## src/sv/dsp_pkg.sv

```systemverilog
package dsp_pkg;

  localparam int MAX_VERTICES_DEF = 64;
  localparam int MAX_DEGREE_DEF   = 8;
  localparam int WEIGHT_BITS_DEF  = 16;

  localparam int VW     = 6;
  localparam int STW    = 3;
  localparam int VCW    = 7;
  localparam int PARW   = 7;
  localparam int CFG_DW = 32;
  localparam int CFG_AW = 3;

  localparam logic [PARW-1:0] PARENT_NONE    = 7'd127;
  localparam logic            REG_VERTEX_CNT = 1'b0;

  typedef enum logic [1:0] {
    REQ_LOAD  = 2'd0,
    REQ_QUERY = 2'd1,
    REQ_CLEAR = 2'd2,
    REQ_NONE  = 2'd3
  } req_t;

  typedef enum logic [STW-1:0] {
    ST_LOAD_OK  = 3'd0,
    ST_DROPPED  = 3'd1,
    ST_PATH     = 3'd2,
    ST_REJECTED = 3'd3,
    ST_CLEARED  = 3'd4
  } status_t;

  typedef struct packed {
    logic [VW-1:0]  vertex;
    logic [STW-1:0] status;
    logic           last;
  } res_t;

  typedef enum logic [4:0] {
    S_IDLE,
    L_DEGA,
    L_DEGB,
    L_DEGW,
    L_SCAN,
    L_SCANW,
    L_CHECK,
    L_UPD,
    L_SHR,
    L_SHW,
    L_PUT,
    L_RES,
    C_RES,
    Q_REJ,
    Q_INIT,
    Q_POP,
    Q_POPW,
    Q_CLOSE,
    Q_NB,
    Q_NBW,
    Q_REL,
    R_RD,
    R_W,
    I_RD,
    I_W,
    P_RD,
    P_EMIT
  } fsm_t;

endpackage

```

## src/sv/dsp_ram.sv

```systemverilog
module dsp_ram
  import dsp_pkg::*;
#(
  parameter int WIDTH = 8,
  parameter int DEPTH = 64
) (
  input  logic                     clk,
  input  logic                     we,
  input  logic [$clog2(DEPTH)-1:0] waddr,
  input  logic [WIDTH-1:0]         wdata,
  input  logic                     re,
  input  logic [$clog2(DEPTH)-1:0] raddr,
  output logic [WIDTH-1:0]         rdata
);

  logic [WIDTH-1:0] mem [DEPTH];
  logic [WIDTH-1:0] rdata_r;

  always_ff @(posedge clk) begin
    if (we) begin
      mem[waddr] <= wdata;
    end
    if (re) begin
      rdata_r <= mem[raddr];
    end
  end

  assign rdata = rdata_r;

endmodule

```

## config.mk

```make
export PLATFORM = sky130hd
export DESIGN_NAME = dsp_ram
export DESIGN_NICKNAME = d
export VERILOG_FILES = /design/src/sv/dsp_pkg.sv /design/src/sv/dsp_ram.sv
export SDC_FILE = /design/constraint.sdc
export NUM_CORES = 1
export LEC_CHECK = 0
export BUFFER_PORTS_ARGS = -buffer_cell sky130_fd_sc_hd__buf_4
export CAP_MARGIN = 20
export CELL_PAD_IN_SITES_DETAIL_PLACEMENT = 0
export CELL_PAD_IN_SITES_GLOBAL_PLACEMENT = 1
export CORE_AREA = 2 2 174 244
export CTS_CLUSTER_DIAMETER = 80
export DETAILED_ROUTE_END_ITERATION = 16
export DIE_AREA = 0 0 176 246
export HOLD_SLACK_MARGIN = 0.02
export PLACE_DENSITY_LB_ADDON = 0.1
export SYNTH_ARGS = -nofsm -noshare
export SYNTH_HDL_FRONTEND = slang
export SYNTH_SLANG_ARGS = --single-unit
```

## constraint.sdc

```tcl
create_clock -name clk -period 2 [get_ports clk]
set_input_delay 0.1 -clock clk [delete_from_list [all_inputs] [get_ports clk]]
set_output_delay 0.1 -clock clk [all_outputs]
set_load 0.02 [all_outputs]
```

---- Yosys cells after proc, flatten, opt, wreduce, memory -nomap -nowiden ----
Memory sizes are Yosys's and may differ from the RTL's. A register that Yosys moved wholly into a read port is not among the register bits.
Index checks and enable logic that the tools add are counted.
word-level totals
  bits in registers ....................... 0
  output and inout bits ................... 8
  bits in writable memories ............... 512
  word-level logic and storage cells ...... 3
  bits of input ports ..................... 23
  memories kept ........................... 1
cells by class
  muxes and demuxes ....................... 2
memory list
  name  words  width  read ports  clocked after Yosys merged registers in  write ports  RTL line       RTL
  mem   64     8      1           1                                        1            dsp_ram.sv:16  logic [WIDTH-1:0] mem [DEPTH];
operators by type and width
  kind    count
  $mux 1  2

---- Logic depth before layout (Yosys ltp) ----
  depth in word-level cells ............... 2
  gate-level depth with buffers ........... 9
  depth with buffers taken out ............ 5

---- Worst setup path before layout ----
OpenSTA, ideal clock, no wires.
  path type ............................... in2reg
  start point ............................. in raddr[1]
  end point ............................... reg rdata_r[3], in the netlist rdata[3] (read register of mem), data pin
  slack ................................... 94 ps
  stages on the path ...................... 7
  path buffers ............................ 3
  arrival time ............................ 1640 ps
  required time ........................... 1734 ps
  library setup time ...................... 266 ps
  cell sequence ........................... buf_4 -> buf_2 -> buf_2 -> mux4_2 -> mux4_2 -> o21ai_1 -> o41ai_1
RTL lines
  item         RTL line       RTL
  from (decl)  dsp_ram.sv:12  input logic [$clog2(DEPTH)-1:0] raddr,
  to (decl)    dsp_ram.sv:17  logic [WIDTH-1:0] rdata_r;

==> run_results.csv <==
group,metric,value,unit
cells_and_area,layout_common_cells,"520 x sky130_fd_sc_hd__edfxtp_1, 165 x sky130_fd_sc_hd__buf_4, 126 x sky130_fd_sc_hd__mux4_2",
floorplanning,num_io_pins,31,
synth,synthArstFlopShare,0,
power_and_ir_drop,netSwitchingPower,4.66,mW
global_route,grt_antenna_before_repair,1,
power_and_ir_drop,switching_power_as_a_share_of_total_power,0.210,
synth,cell_area_after_synthesis,20200,µm²
timing,final_hold_viol_count,0,
clock_network,tritoncts_sinks,520,
power_and_ir_drop,seq_power_share,0.547,
cells_and_area,diodes,0,
drt,initialDrtViolationCount,957,
power_and_ir_drop,p_int,17.5,mW
clock_network,clk_root_buffer_cell,"sky130_fd_sc_hd__clkbuf_16",
drt,wire_per_inst,27.8,µm
power_and_ir_drop,power_per_cell_area,937,nW/µm²
synth,synth_enable_flop_cells,520,
timing,min_period_over_period,1.03,
timing,fmax,487,MHz
drt,route.antenna.remaining_nets,0,
drt,route.detailed.drc,0,
global_route,groute.usage.overall,0.227,
drt,route.detailed.vias_per_inst,5.85,
clock_network,clockBufferDepth,3,
synth,yosysUniqueCellTypes,39,
clock_network,post_cts_setup_repair_bufs,0,
timing,postLayoutSetupSlackWorst,-55.3,ps
worst_setup_path,worstSetupEndpointType,"flop",
timing,min_period,2060,ps
floorplanning,die_width,176,µm
timing,final_sum_of_negative_setup_slack,-55.3,ps
synth,post_synth_inst_count,940,
floorplanning,fp.coreArea,41100,µm²
clock_network,cts_tree,"yes",
global_route,grt_first_pass_wirelength,69800,µm
power_and_ir_drop,comb_power_share,0.058,
job,maxCapViolCount,0,
synth,synth-seq-cells,520,
cells_and_area,share_of_cells_above_drive_strength_1,0.340,
global_route,vias_in_the_first_global_route,10243,
cells_and_area,area_growth,16.7,%
worst_setup_path,critPathKind,"reg2reg",
cells_and_area,finish.instance_area,23600,µm²
synth,avgSynthCellArea,21.5,µm²
drt,met2_wirelength,24000,µm
power_and_ir_drop,power.leakage,7.65,nW
clock_network,clk_latency_worst_skew_pair,570,ps
drt,route.layer.met1.wl,19400,µm
synth,yosysWarnings,0,
timing,timing_worst_slew_pin_value,761,ps
worst_hold_path,hold_path_class,"in2reg",
drt,vias_after_detailed_routing,9915,
synth,most_used_dff_post_synth,"sky130_fd_sc_hd__edfxtp_1",
clock_network,cts_inserted_buffers,48,
status,failed_checks,"negative setup slack",
timing,timing.clock.skew,14.8,ps
timing,number_of_max_slew_violations_in_the_final_report,0,
worst_setup_path,crit_arrival,2360,ps
worst_setup_path,cp.required,2310,ps
power_and_ir_drop,ir_worst_vdd,0.691,mV
worst_setup_path,critical_path_peak_fanout,1,
cells_and_area,num-fill-cells,3061,
worst_setup_path,ff2ff_path_depth,6,
cells_and_area,layout.nets,1140,
drt,dr.pass1.iters,5,
cells_and_area,final_common_cell,"sky130_fd_sc_hd__edfxtp_1",
floorplanning,initial_utilization,0.493,
drt,finalWirelength,47100,µm
timing,final-setup-viol-count,1,
place,globalplace.congestion,0.791,
timing,max-slew-margin-rel,0.492,
worst_hold_path,whs_path_depth,2,
floorplanning,row_count,88,
global_route,grt_start_max_net_pins,65,
place,place_area,22100,µm²
drt,highest_layer,"met5",
power_and_ir_drop,clock_power_share,0.395,
floorplanning,die-height,246,µm
worst_setup_path,worstSetupStartpointType,"flop",
synth,seq_area_frac_synth,0.771,
clock_network,h-tree-depth,2,
clock_network,clk_transition_reported_paths,60,ps
place,post-place-ws,-381,ps
global_route,gr-total-overflow,0,
synth,net_count_of_the_mapped_netlist,963,
timing,rsz0062_at_grt,"yes",
floorplanning,die-area,43300,µm²
place,place.detailed.hpwl,30400,µm
drt,wl_met3,2240,µm
place,port_buffers,30,
status,outcome,"finished, violations left",
power groups by stage:
stage               Combinational [mW]  Sequential, mW  Clock, mW
floorplan                        0.643            12.4          0
global placement                  1.27            12.4          0
detailed placement                1.28            12.4          0
CTS                               1.30            12.1       8.89
global route                      1.37            12.1       9.27
finish                            1.28            12.1       8.74
worst paths after layout:
| check | start | endpoint | slack (ps) |
|---|---|---|---|
| worst min-delay path | raddr[5] | rdata[3] | 40 |
| worst max register to register | mem[16][6] | rdata[6] | -60 |
| worst max-delay path | mem[16][6] | rdata[6] | -60 |
| worst min register to register | mem[30][6] | rdata[6] | 930 |
cells by family after synthesis:
family / after synthesis / synth area share
compound gates: 54 / 0.0206
buf+inv: 51 / 0.0156
flops: 520 / 0.771
mux: 162 / 0.159
simple gates: 153 / 0.0337
cell type report:
class                      count  area [µm²]  share of cell area
multi-input combinational    369        4380               0.185
clock inverter                29         213             0.00900
tap                          540         676              0.0286
sequential                   520       15600               0.661
clock buffer                  58        1260              0.0533
timing repair buffer         178        1480              0.0627
cell usage after synthesis (all sizes together), types with 2 or more instances:
master / instances / area share
o21a: 2 / 0.00074
a221oi: 6 / 0.0026
nand4: 2 / 0.00062
nor2b: 14 / 0.0043
o221a: 2 / 0.0011
mux2i: 23 / 0.011
nor4: 2 / 0.00062
o22ai: 8 / 0.0025
o2bb2ai: 3 / 0.0013
a2111oi: 2 / 0.00087
nor2: 83 / 0.015
o41ai: 2 / 0.00087
a211oi: 4 / 0.0015
a22oi: 3 / 0.0011
nand2: 19 / 0.0035
buf: 34 / 0.012
edfxtp: 520 / 0.77
o2111ai: 3 / 0.0013
o221ai: 8 / 0.0035
o32ai: 2 / 0.00087
a21oi: 3 / 0.00074
nand3: 13 / 0.0032
nor3: 7 / 0.0017
mux2: 13 / 0.0072
nand2b: 7 / 0.0022
o21ai: 4 / 0.00099
clkbuf: 17 / 0.0032
mux4: 126 / 0.14
nand3b: 3 / 0.0011
layer usage:
layer  GRT usage  vias up
met4      0.0766        2
met1       0.308     5287
met3      0.0313       74
li1            -     4277
met5           0        -
met2       0.383      275
critical path, cell delays in order (launching register included):
cell,delay [ps]
sky130_fd_sc_hd__edfxtp_1,370
sky130_fd_sc_hd__mux4_2,480
sky130_fd_sc_hd__mux2_4,290
sky130_fd_sc_hd__o221a_4,280
sky130_fd_sc_hd__nor3_2,150
sky130_fd_sc_hd__buf_4,150
sky130_fd_sc_hd__o32ai_2,80
sequential cells by signal, summed over array words and instances (netlist names):
name and count:
rdata 8, mem 512
stage by stage:
step / instances / hold slack [ps] / power, mW / utilization
floorplan: 940 / 199 / 13.0 / -
global placement: 1606 / 435 / 13.6 / 0.538
detailed placement: 1606 / 432 / 13.6 / 0.538
CTS: 1694 / 22.8 / 22.3 / 0.575
global route: 1694 / 59.4 / 22.8 / 0.575
finish: 1694 / 38.0 / 22.1 / 0.575
timing repair:
item	4_1_cts	5_1_grt
endpoints found under the setup margin	5	4
hold buffers	1	0
gates resized for setup	11	3
hold endpoints to repair	8	0
pin swaps	2	0
Power figures use the tool's default switching activity.
