$ cat src/sv/dsp_pkg.sv
package dsp_pkg;

  localparam int MAX_VERTICES_DEF = 64;
  localparam int MAX_DEGREE_DEF   = 8;
  localparam int WEIGHT_BITS_DEF  = 16;

  localparam int VW     = 6;
  localparam int STW    = 3;
  localparam int VCW    = 7;
  localparam int PARW   = 7;
  localparam int CFG_DW = 32;
  localparam int CFG_AW = 3;

  localparam logic [PARW-1:0] PARENT_NONE    = 7'd127;
  localparam logic            REG_VERTEX_CNT = 1'b0;

  typedef enum logic [1:0] {
    REQ_LOAD  = 2'd0,
    REQ_QUERY = 2'd1,
    REQ_CLEAR = 2'd2,
    REQ_NONE  = 2'd3
  } req_t;

  typedef enum logic [STW-1:0] {
    ST_LOAD_OK  = 3'd0,
    ST_DROPPED  = 3'd1,
    ST_PATH     = 3'd2,
    ST_REJECTED = 3'd3,
    ST_CLEARED  = 3'd4
  } status_t;

  typedef struct packed {
    logic [VW-1:0]  vertex;
    logic [STW-1:0] status;
    logic           last;
  } res_t;

  typedef enum logic [4:0] {
    S_IDLE,
    L_DEGA,
    L_DEGB,
    L_DEGW,
    L_SCAN,
    L_SCANW,
    L_CHECK,
    L_UPD,
    L_SHR,
    L_SHW,
    L_PUT,
    L_RES,
    C_RES,
    Q_REJ,
    Q_INIT,
    Q_POP,
    Q_POPW,
    Q_CLOSE,
    Q_NB,
    Q_NBW,
    Q_REL,
    R_RD,
    R_W,
    I_RD,
    I_W,
    P_RD,
    P_EMIT
  } fsm_t;

endpackage

$ cat src/sv/dsp_out_buf.sv
module dsp_out_buf
  import dsp_pkg::*;
(
  input  logic            clk,
  input  logic            rst_n,
  input  logic            push,
  input  res_t            push_data,
  output logic            ready,
  output logic            out_valid,
  input  logic            out_stall,
  output logic [VW-1:0]   out_path_vertex,
  output logic [STW-1:0]  out_status,
  output logic            out_last
);

  logic vld_r;
  logic vld_nxt;
  res_t data_r;

  assign ready = !vld_r || !out_stall;

  always_comb begin
    vld_nxt = vld_r && out_stall;
    if (push) begin
      vld_nxt = 1'b1;
    end
  end

  always_ff @(posedge clk) begin
    if (!rst_n) begin
      vld_r <= 1'b0;
    end else begin
      vld_r <= vld_nxt;
    end
    if (push) begin
      data_r <= push_data;
    end
  end

  assign out_valid       = vld_r;
  assign out_path_vertex = data_r.vertex;
  assign out_status      = data_r.status;
  assign out_last        = data_r.last;

endmodule
$ cat config.mk
export PLATFORM = sky130hd
export DESIGN_NAME = dsp_out_buf
export DESIGN_NICKNAME = d
export VERILOG_FILES = /design/src/sv/dsp_pkg.sv /design/src/sv/dsp_out_buf.sv
export SDC_FILE = /design/constraint.sdc
export NUM_CORES = 1
export LEC_CHECK = 0
export CAP_MARGIN = 20
export CORE_AREA = 3 3 40 42
export DETAILED_ROUTE_END_ITERATION = 8
export DIE_AREA = 0 0 43 45
export DONT_BUFFER_PORTS = 1
export GPL_TIMING_DRIVEN = 1
export PLACE_DENSITY = 0.47
export SYNTH_ARGS = -nofsm -noshare
export SYNTH_HDL_FRONTEND = slang
export SYNTH_SLANG_ARGS = --single-unit
$ cat constraint.sdc
create_clock -name clk -period 0.8 [get_ports clk]
set_input_delay 0.04 -clock clk [delete_from_list [all_inputs] [get_ports clk]]
set_output_delay 0.04 -clock clk [all_outputs]
set_load 0.01 [all_outputs]
# Word level (Yosys, flattened, before mapping)

Cells that the tools add are included.

Bits in registers: 11
Input port bits: 14
Output and inout port bits: 12
Logic and storage cells: 9

Muxes and demuxes: 1
Reduce and logical (&&, ||, !) cells: 4

Operator list:

| cell              | count |
|---|---|
| $logic_not 1->1   | 2 |
| $logic_and 1x1->1 | 1 |
| $logic_or 1x1->1  | 1 |
| $mux 1            | 1 |

# Logic depth before layout (Yosys ltp)

Gate-level depths: netlist (run 1).

Depth after elaboration: 2
Depth in mapped cells: 2
Gate-level depth less buffers: 2

# Least setup slack after synthesis (run 1)

OpenSTA, ideal clock, no wires.

Path kind: flip-flop to flip-flop
Start point: register vld_r (netlist: out_valid)
End point: register vld_r (netlist: out_valid)
Setup time: 0.115 ns
Arrival: 0.511 ns
Slack: 0.174 ns
Stages on the path, launching flop included: 3
Path buffers: 0
Cells stage by stage: dfxtp_1 a21oi_1 nor2b_1

Longest elaborated chain between the ends: 2

Ends and longest elaborated chain:

| what                   | RTL line          | text |
|---|---|---|
| from (decl)            | dsp_out_buf.sv:16 | `logic vld_r;` |
| from (signal assigned) | dsp_out_buf.sv:33 | `vld_r <= vld_nxt;` |
| $logic_and 1x1->1      | dsp_out_buf.sv:23 | `vld_nxt = vld_r && out_stall;` |
| $mux 1                 | dsp_out_buf.sv:24 | `if (push) begin` |

Every way passes these cells.
A chain may end at the register's enable or synchronous reset.

# Worst setup path after layout (run 1)

Start point: register vld_r (netlist: out_valid)
End point: output port ready

Longest elaborated chain between the ends: 2

Ends and longest elaborated chain:

| what             | RTL line          | text |
|---|---|---|
| $logic_not 1->1  | dsp_out_buf.sv:20 | `assign ready = !vld_r \|\| !out_stall;` |
| $logic_or 1x1->1 | dsp_out_buf.sv:20 |  |
| to (decl)        | dsp_out_buf.sv:8  | `output logic ready,` |

Every way passes these cells.

==> metrics.md, run 1 <==
| Metric | Value |
|---|---|
| Post-layout minimum cycle time | `742 ps` |
| N_diodes | `0` |
| Critical Path End Type | `output pin` |
| Clock latency on the worst-skew pair | `250 ps` |
| FMAX | `1350 MHz` |
| Hold crit path type | `input pin to register` |
| Post-CTS Hold Buffers | `11` |
| Crit start category | `register` |
| # IOs | `26` |
| Area of the core | `0.00128 mm²` |
| Multi-input gate area | `17.5 µm²` |
| Slowest CP cell | `dfxtp_4` |
| Share of cells above drive strength 1 | `17.2%` |
| Clock transition at path regs | `60 ps` |
| Remaining antenna violation count after routing | `0` |
| Post-Syn Instances | `14` |
| Post-layout util | `38.7%` |
| Slowest stage delay, CP | `360 ps` |
| DR iter-0 viols | `0` |
| CTS root buf | `clkbuf_4` |
| Pwr Total | `1.12 mW` |
| Avg Inst Size Synth | `24.0 µm²` |
| Synth unique cells | `5` |
| Via density | `4.11` |
| Worst Skew | `0 ps` |
| Relative slew margins | `91.5%` |
| Max Fanout on Critical Path | `3` |
| Synth top area share | `89.6%` |
| Initial antenna violation count | `0` |
| Synth Cell Area | `335 µm²` |
| Final setup viols | `0` |
| Total Wirelength | `551 µm` |
| Total clock sinks | `11` |
| Final RePlAce weighted congestion | `0.524` |
| Max-Cap Viols | `0` |
| Overflow after GRT | `0` |
| Worst setup startpoint | `out_valid` |
| DIE AREA | `0.00194 mm²` |
| Crit path required time | `760 ps` |
| Pwr dens | `2250 mW/mm²` |
| Commonest non-fill, non-tap cells in the layout | `dlygate4sd3_1 (11), edfxtp_1 (10), clkbuf_4 (3)` |
| Post-detailed-route wirelength per cell | `12.5 µm` |
| CTS tree | `done` |
| VDD IR max | `667 µV` |
| Status | `finished, violations left` |
| Lkg Pwr | `0.173 nW` |
| Die H | `45 µm` |
| Violated checks | `negative hold slack` |
| Ys Warns | `0` |
| TNS Setup | `0 ps` |
| Final #Nets | `44` |
| Register area share after synthesis | `95.5%` |
| Remaining DRCs | `0` |
| DIE WIDTH | `43 µm` |
| Number of global-route vias before repair | `194` |
| Max Root-Sink Buffers | `2` |
| Syn Nets | `28` |
| R2R Path Start | `out_valid` |
| Synth area leaders | `edfxtp_1 (90%), dfxtp_1 (6.0%), nor2b_1 (1.9%)` |
| Pre-antenna DRT Iters | `1` |
| Synth Register Bits | `11` |
| Starting Density | `26.1%` |
| Fin crit share | `92.7%` |
| WP data arrival | `700 ps` |
| H-tree levels | `1` |
| Hold Vio Cnt, Final | `11` |
| Sequential cell area | `324 µm²` |
| HP Start | `push` |
| RSZ-0062 raised after global routing | `no` |
| Post-CTS Setup Bufs | `0` |
| Slew Limit Fails | `0` |
| Buffers on Ports | `0` |
| CTS Buf Count | `3` |
| R2R Setup Slk | `150 ps` |
| GRT Overall Usage | `6.10%` |
| Global-route wire length before repair | `807 µm` |
| # fillers | `122` |
| Critical path's top delay family | `flip-flops` |
| Area leader, netlist | `edfxtp_1` |
| Vias | `181` |
| Cell row count | `13` |
| Buf/Inv on CP | `0` |
| Largest net degree at the start of global routing | `12` |
| Setup CP Type | `register to output pin` |
| Worst-margin pin slew | `128 ps` |
| Commonest non-fill, non-tap cell in the layout | `dlygate4sd3_1` |
| Fin Hold WS | `-109 ps` |
| Layout area overhead | `48.1%` |
| Worst-path cell chain | `nand2_2` |
-- routing by layer --
layer / global-route usage (%) / share of wire [%] / vias up
li1: - / - / 84
met1: 5.84 / 37 / 85
met2: 9.88 / 54 / 12
met3: 3.98 / 8.7 / 0
met4: 3.61 / 0 / 0
met5: 0 / 0 / -
-- path summary, 6_finish.rpt --
| path | endpoint | depth (start not counted) |
|---|---|---|
| worst min register to register | out_valid | 2 |
| worst max register to register | out_valid | 2 |
| worst max-delay path | ready | 1 |
| worst min-delay path | out_path_vertex[1] | 0 |
-- area by class of cell --
class / count / share of cell area (%)
clock buffers: 4 / 5.29
repair buffers: 11 / 22.2
multi-input cells: 3 / 3.53
flip-flops and latches: 11 / 65.2
well taps: 15 / 3.78
-- worst register-to-register path: cells and delay by family, from the launching register on --
family | cells | cell delay [ps]
AO/OA/AOI/OAI | 1 | 140
flip-flops | 1 | 360
AND/OR/NAND/NOR | 1 | 50
-- power by group --
group	internal [mW]	switching, mW	total (mW)	leakage (nW)
registers	0.678	0.0397	0.718	0.107
logic	0.0389	0.00951	0.0484	0.0516
clock network	0.192	0.157	0.349	0.0150
total	0.909	0.207	1.12	0.173
-- cell families after synthesis --
group and share of synthesized area [%]:
AO/OA/AOI/OAI 1.49, flip-flops 95.5, AND/OR/NAND/NOR 2.99
-- cells in the mapped netlist --
library cell  number
a21oi_1            1
edfxtp_1          10
dfxtp_1            1
nand2_1            1
nor2b_1            1
-- flip-flops by register name (all words and copies together) (netlist names) --
register / flops
out_valid: 1
out_path_vertex: 6
out_status: 3
out_last: 1
-- through the flow --
stage / cell area (µm²) / setup WS [ps] / hold WS [ps] / instances
after floorplan: 335 / 174 / 139 / 14
after global placement: 354 / 155 / 139 / 29
after detailed placement: 354 / 147 / 139 / 29
after CTS: 492 / 17.5 / -123 / 44
after global routing: 497 / 17.2 / -136 / 44
final: 497 / 58.2 / -109 / 44
-- what timing repair did --
action                                  CTS  global route
endpoints found under the setup margin    1             1
cloned                                    0             0
resized for setup                         1             2
hold endpoints to repair                 21            11
No activity file was read; power rests on OpenSTA's default activity.
==> run 2: changes to the inputs <==
Settings changed: ABC_AREA from default to 1.
==> run 2 against run 1 <==
Net effect:
- the run still ends with negative hold slack left
- synthesized cell count is 7.1% higher
- clock power is 2% higher
- sequential share of layout area is 4.2 points lower
- cell area is 6.0% higher
- non-clock buffer count is 3 higher
- via count is 6.6% higher
- routed wire length is 14% higher
==> metrics.md, run 2 <==
| Metric | Value |
|---|---|
| Avg Inst Size Synth | `22.9 µm² (was 24.0 µm²)` |
| Sequential share of power | `62.9% (was 64.3%)` |
| Final RePlAce weighted congestion | `0.524 (unchanged)` |
| Crit start category | `register (unchanged)` |
| Die H | `45 µm (unchanged)` |
| Worst-path cell chain | `buf_4 (was nand2_2)` |
| Largest net degree at the start of global routing | `12 (unchanged)` |
| Clock transition at path regs | `60 ps (about the same)` |
| Fin crit share | `94.9% (was 92.7%)` |
| Layout area overhead | `53.6% (was 48.1%)` |
| N_diodes | `0 (unchanged)` |
| Post-CTS Setup Bufs | `0 (unchanged)` |
| DIE WIDTH | `43 µm (unchanged)` |
| R2R Setup Slk | `190 ps (was 150 ps)` |
| DR iter-0 viols | `1 (was 0)` |
| Switching Fraction | `19.2% (was 18.5%)` |
| Slew Limit Fails | `0 (unchanged)` |
| Slowest CP cell | `dfxtp_2 (was dfxtp_4)` |
| Lkg Pwr | `0.195 nW (was 0.173 nW)` |
| WP data arrival | `720 ps (was 700 ps)` |
| Pwr Total | `1.14 mW (was 1.12 mW)` |
| Vias | `193 (was 181)` |
| Reg2reg path depth | `2 (unchanged)` |
| Buffers on Ports | `0 (unchanged)` |
| Total clock sinks | `11 (unchanged)` |
| RSZ-0062 raised after global routing | `no (unchanged)` |
| GRT Overall Usage | `6.88% (was 6.10%)` |
| Pre-antenna DRT Iters | `2 (was 1)` |
| Overflow after GRT | `0 (unchanged)` |
| Worst-margin pin slew | `130 ps (was 128 ps)` |
| FMAX | `1320 MHz (was 1350 MHz)` |
| Switching pwr | `0.218 mW (was 0.207 mW)` |
| Syn Nets | `29 (was 28)` |
| Via density | `4.02 (was 4.11)` |
| Area of the core | `0.00128 mm² (unchanged)` |
| Crit path required time | `760 ps (about the same)` |
| Post-detailed-route wirelength per cell | `13.1 µm (was 12.5 µm)` |
| Synth unique cells | `5 (unchanged)` |
| Cell Int Power | `0.921 mW (was 0.909 mW)` |
| R2R Path Start | `out_valid (unchanged)` |
| Number of global-route vias before repair | `221 (was 194)` |
| Worst Hold Depth | `0 (unchanged)` |
| CTS root buf | `clkbuf_4 (unchanged)` |
| Relative slew margins | `91.4% (was 91.5%)` |
| Post-Layout Cell Count | `48 (was 44)` |
| Synth Register Bits | `11 (unchanged)` |
| Hold crit path type | `input pin to register (unchanged)` |
| H-tree levels | `1 (unchanged)` |
| Clock share of power | `31.2% (was 31.3%)` |
| VDD IR max | `1180 µV (was 667 µV)` |
| Status | `finished, violations left (unchanged)` |
| Worst Skew | `0 ps (unchanged)` |
| Dpl cells | `31 (was 29)` |
| Primary FF master, synth | `edfxtp_1 (unchanged)` |
| Largest register FFs | `6 (unchanged)` |
| Register area share after synthesis | `93.4% (was 95.5%)` |
| Synth top cells by count | `edfxtp_1 (10), inv_1 (2), a21oi_2 (1), dfxtp_1 (1), nand2_2 (1) (was edfxtp_1 (10), a21oi_1 (1), dfxtp_1 (1), nand2_1 (1), nor2b_1 (1))` |
| # IOs | `26 (unchanged)` |
| Violated checks | `negative hold slack (unchanged)` |
| Hpwl dp | `423 µm` |
| Remaining antenna violation count after routing | `0 (unchanged)` |
| Pwr dens | `2160 mW/mm² (was 2250 mW/mm²)` |
| Post-synth EDFFs | `10 (unchanged)` |
| Total Wirelength | `627 µm (was 551 µm)` |
| Fin Hold WS | `-110 ps (was -109 ps)` |
| Synth async-reset ratio | `0% (unchanged)` |
| Remaining DRCs | `0 (unchanged)` |
| Buf/Inv on CP | `1 (was 0)` |
| Share of cells above drive strength 1 | `21.2% (was 17.2%)` |
| Critical path's top delay family | `flip-flops (unchanged)` |
| Final #Nets | `48 (was 44)` |
| Starting Density | `26.7% (was 26.1%)` |
| Final setup viols | `0 (unchanged)` |
| Synth area leaders | `edfxtp_1 (88%), dfxtp_1 (5.8%), a21oi_2 (2.6%) (was edfxtp_1 (90%), dfxtp_1 (6.0%), nor2b_1 (1.9%))` |
| Global-route wire length before repair | `897 µm (was 807 µm)` |
| Cell row count | `13 (unchanged)` |
| TNS Setup | `0 ps (unchanged)` |
| Area leader, netlist | `edfxtp_1 (unchanged)` |
| Setup CP Type | `register to output pin (unchanged)` |
| # fillers | `118 (was 122)` |
| CTS tree | `done (unchanged)` |
| CTS Buf Count | `3 (unchanged)` |
| Post-layout util | `41.0% (was 38.7%)` |
| Hold Vio Cnt, Final | `10 (was 11)` |
| Count leader, synth | `edfxtp_1 (unchanged)` |
| Max Fanout on Critical Path | `2 (was 3)` |
| Worst hold endpoint | `out_path_vertex[5] (was out_path_vertex[1])` |
| Commonest non-fill, non-tap cell in the layout | `dlygate4sd3_1 (unchanged)` |
| Commonest non-fill, non-tap cells in the layout | `dlygate4sd3_1 (13), edfxtp_1 (10), clkbuf_4 (3) (was dlygate4sd3_1 (11), edfxtp_1 (10), clkbuf_4 (3))` |
| Synth top area share | `87.6% (was 89.6%)` |
| HP Start | `push (unchanged)` |
| Max Root-Sink Buffers | `2 (unchanged)` |
| Critical Path End Type | `output pin (unchanged)` |
| Slowest stage delay, CP | `330 ps (was 360 ps)` |
| Post-CTS Hold Buffers | `13 (was 11)` |
| Initial antenna violation count | `0 (unchanged)` |
| DIE AREA | `0.00194 mm² (unchanged)` |
| Synth Cell Area | `343 µm² (was 335 µm²)` |
| Post-Syn Instances | `15 (was 14)` |
| Logic pwr share | `5.9% (was 4.3%)` |
| Max-Cap Viols | `0 (unchanged)` |
| Reg2reg end | `out_valid (unchanged)` |
| Ys Warns | `0 (unchanged)` |
| Post-layout minimum cycle time | `759 ps (was 742 ps)` |
| Clock latency on the worst-skew pair | `250 ps (about the same)` |
## run 2: cell types whose count changed after synthesis, sizes merged
cell / before / now
inv: 0 / 2
nor2b: 1 / 0
## run 2: cell families after synthesis
logic type	Yosys count	synth area share (%)
AND/OR/NAND/NOR	1	1.83
AO/OA/AOI/OAI	1	2.56
buffers and inverters	2	2.19
flip-flops	11	93.4
## run 2: final cells by class
type,instances,area [µm²],share of cell area [%]
repair buffers,14,138,26.1
inverters,2,7.51,1.43
flip-flops and latches,11,322,61.0
multi-input cells,2,15.0,2.85
clock buffers,4,26.3,4.99
well taps,15,18.8,3.56
## run 2: layer usage
layer | wire length [µm] | GRT usage (%) | vias to the layer above
li1 | - | - | 89
met1 | 216 | 5.36 | 85
met2 | 305 | 12.0 | 19
met3 | 105 | 6.77 | 0
met4 | 0 | 1.81 | 0
met5 | 0 | 0 | -
## run 2: power groups by stage
stage / logic [mW] / registers [mW] / clock network, mW
floorplan: 0.00870 / 0.726 / 0
global placement: 0.0160 / 0.730 / 0
detailed placement: 0.0161 / 0.731 / 0
CTS: 0.0669 / 0.718 / 0.371
global route: 0.0729 / 0.722 / 0.405
finish: 0.0673 / 0.717 / 0.355
## run 2: how the worst max path moves through the flow
stage,endpoint,startpoint,cells after the start
after global placement,out_valid,out_valid,2
after floorplan,out_valid,out_valid,2
after CTS,out_valid,out_valid,1
after detailed placement,out_valid,out_valid,2
after global routing,out_valid,out_valid,1
final,out_valid,out_valid,1
## run 2: metrics by stage
step	setup WS [ps]	cell area, µm²	hold slack, ps
4_1_cts	5.15	526	-120
3_3_place_gp	208	369	139
3_5_place_dp	190	369	139
2_1_floorplan	163	343	136
5_1_grt	18.9	527	-134
6_report	41.1	527	-110
## run 2: repair_timing
item,4_1_cts,5_1_grt
endpoints found under the hold margin,21,10
gates resized for setup,0,1
setup endpoints to repair,0,1
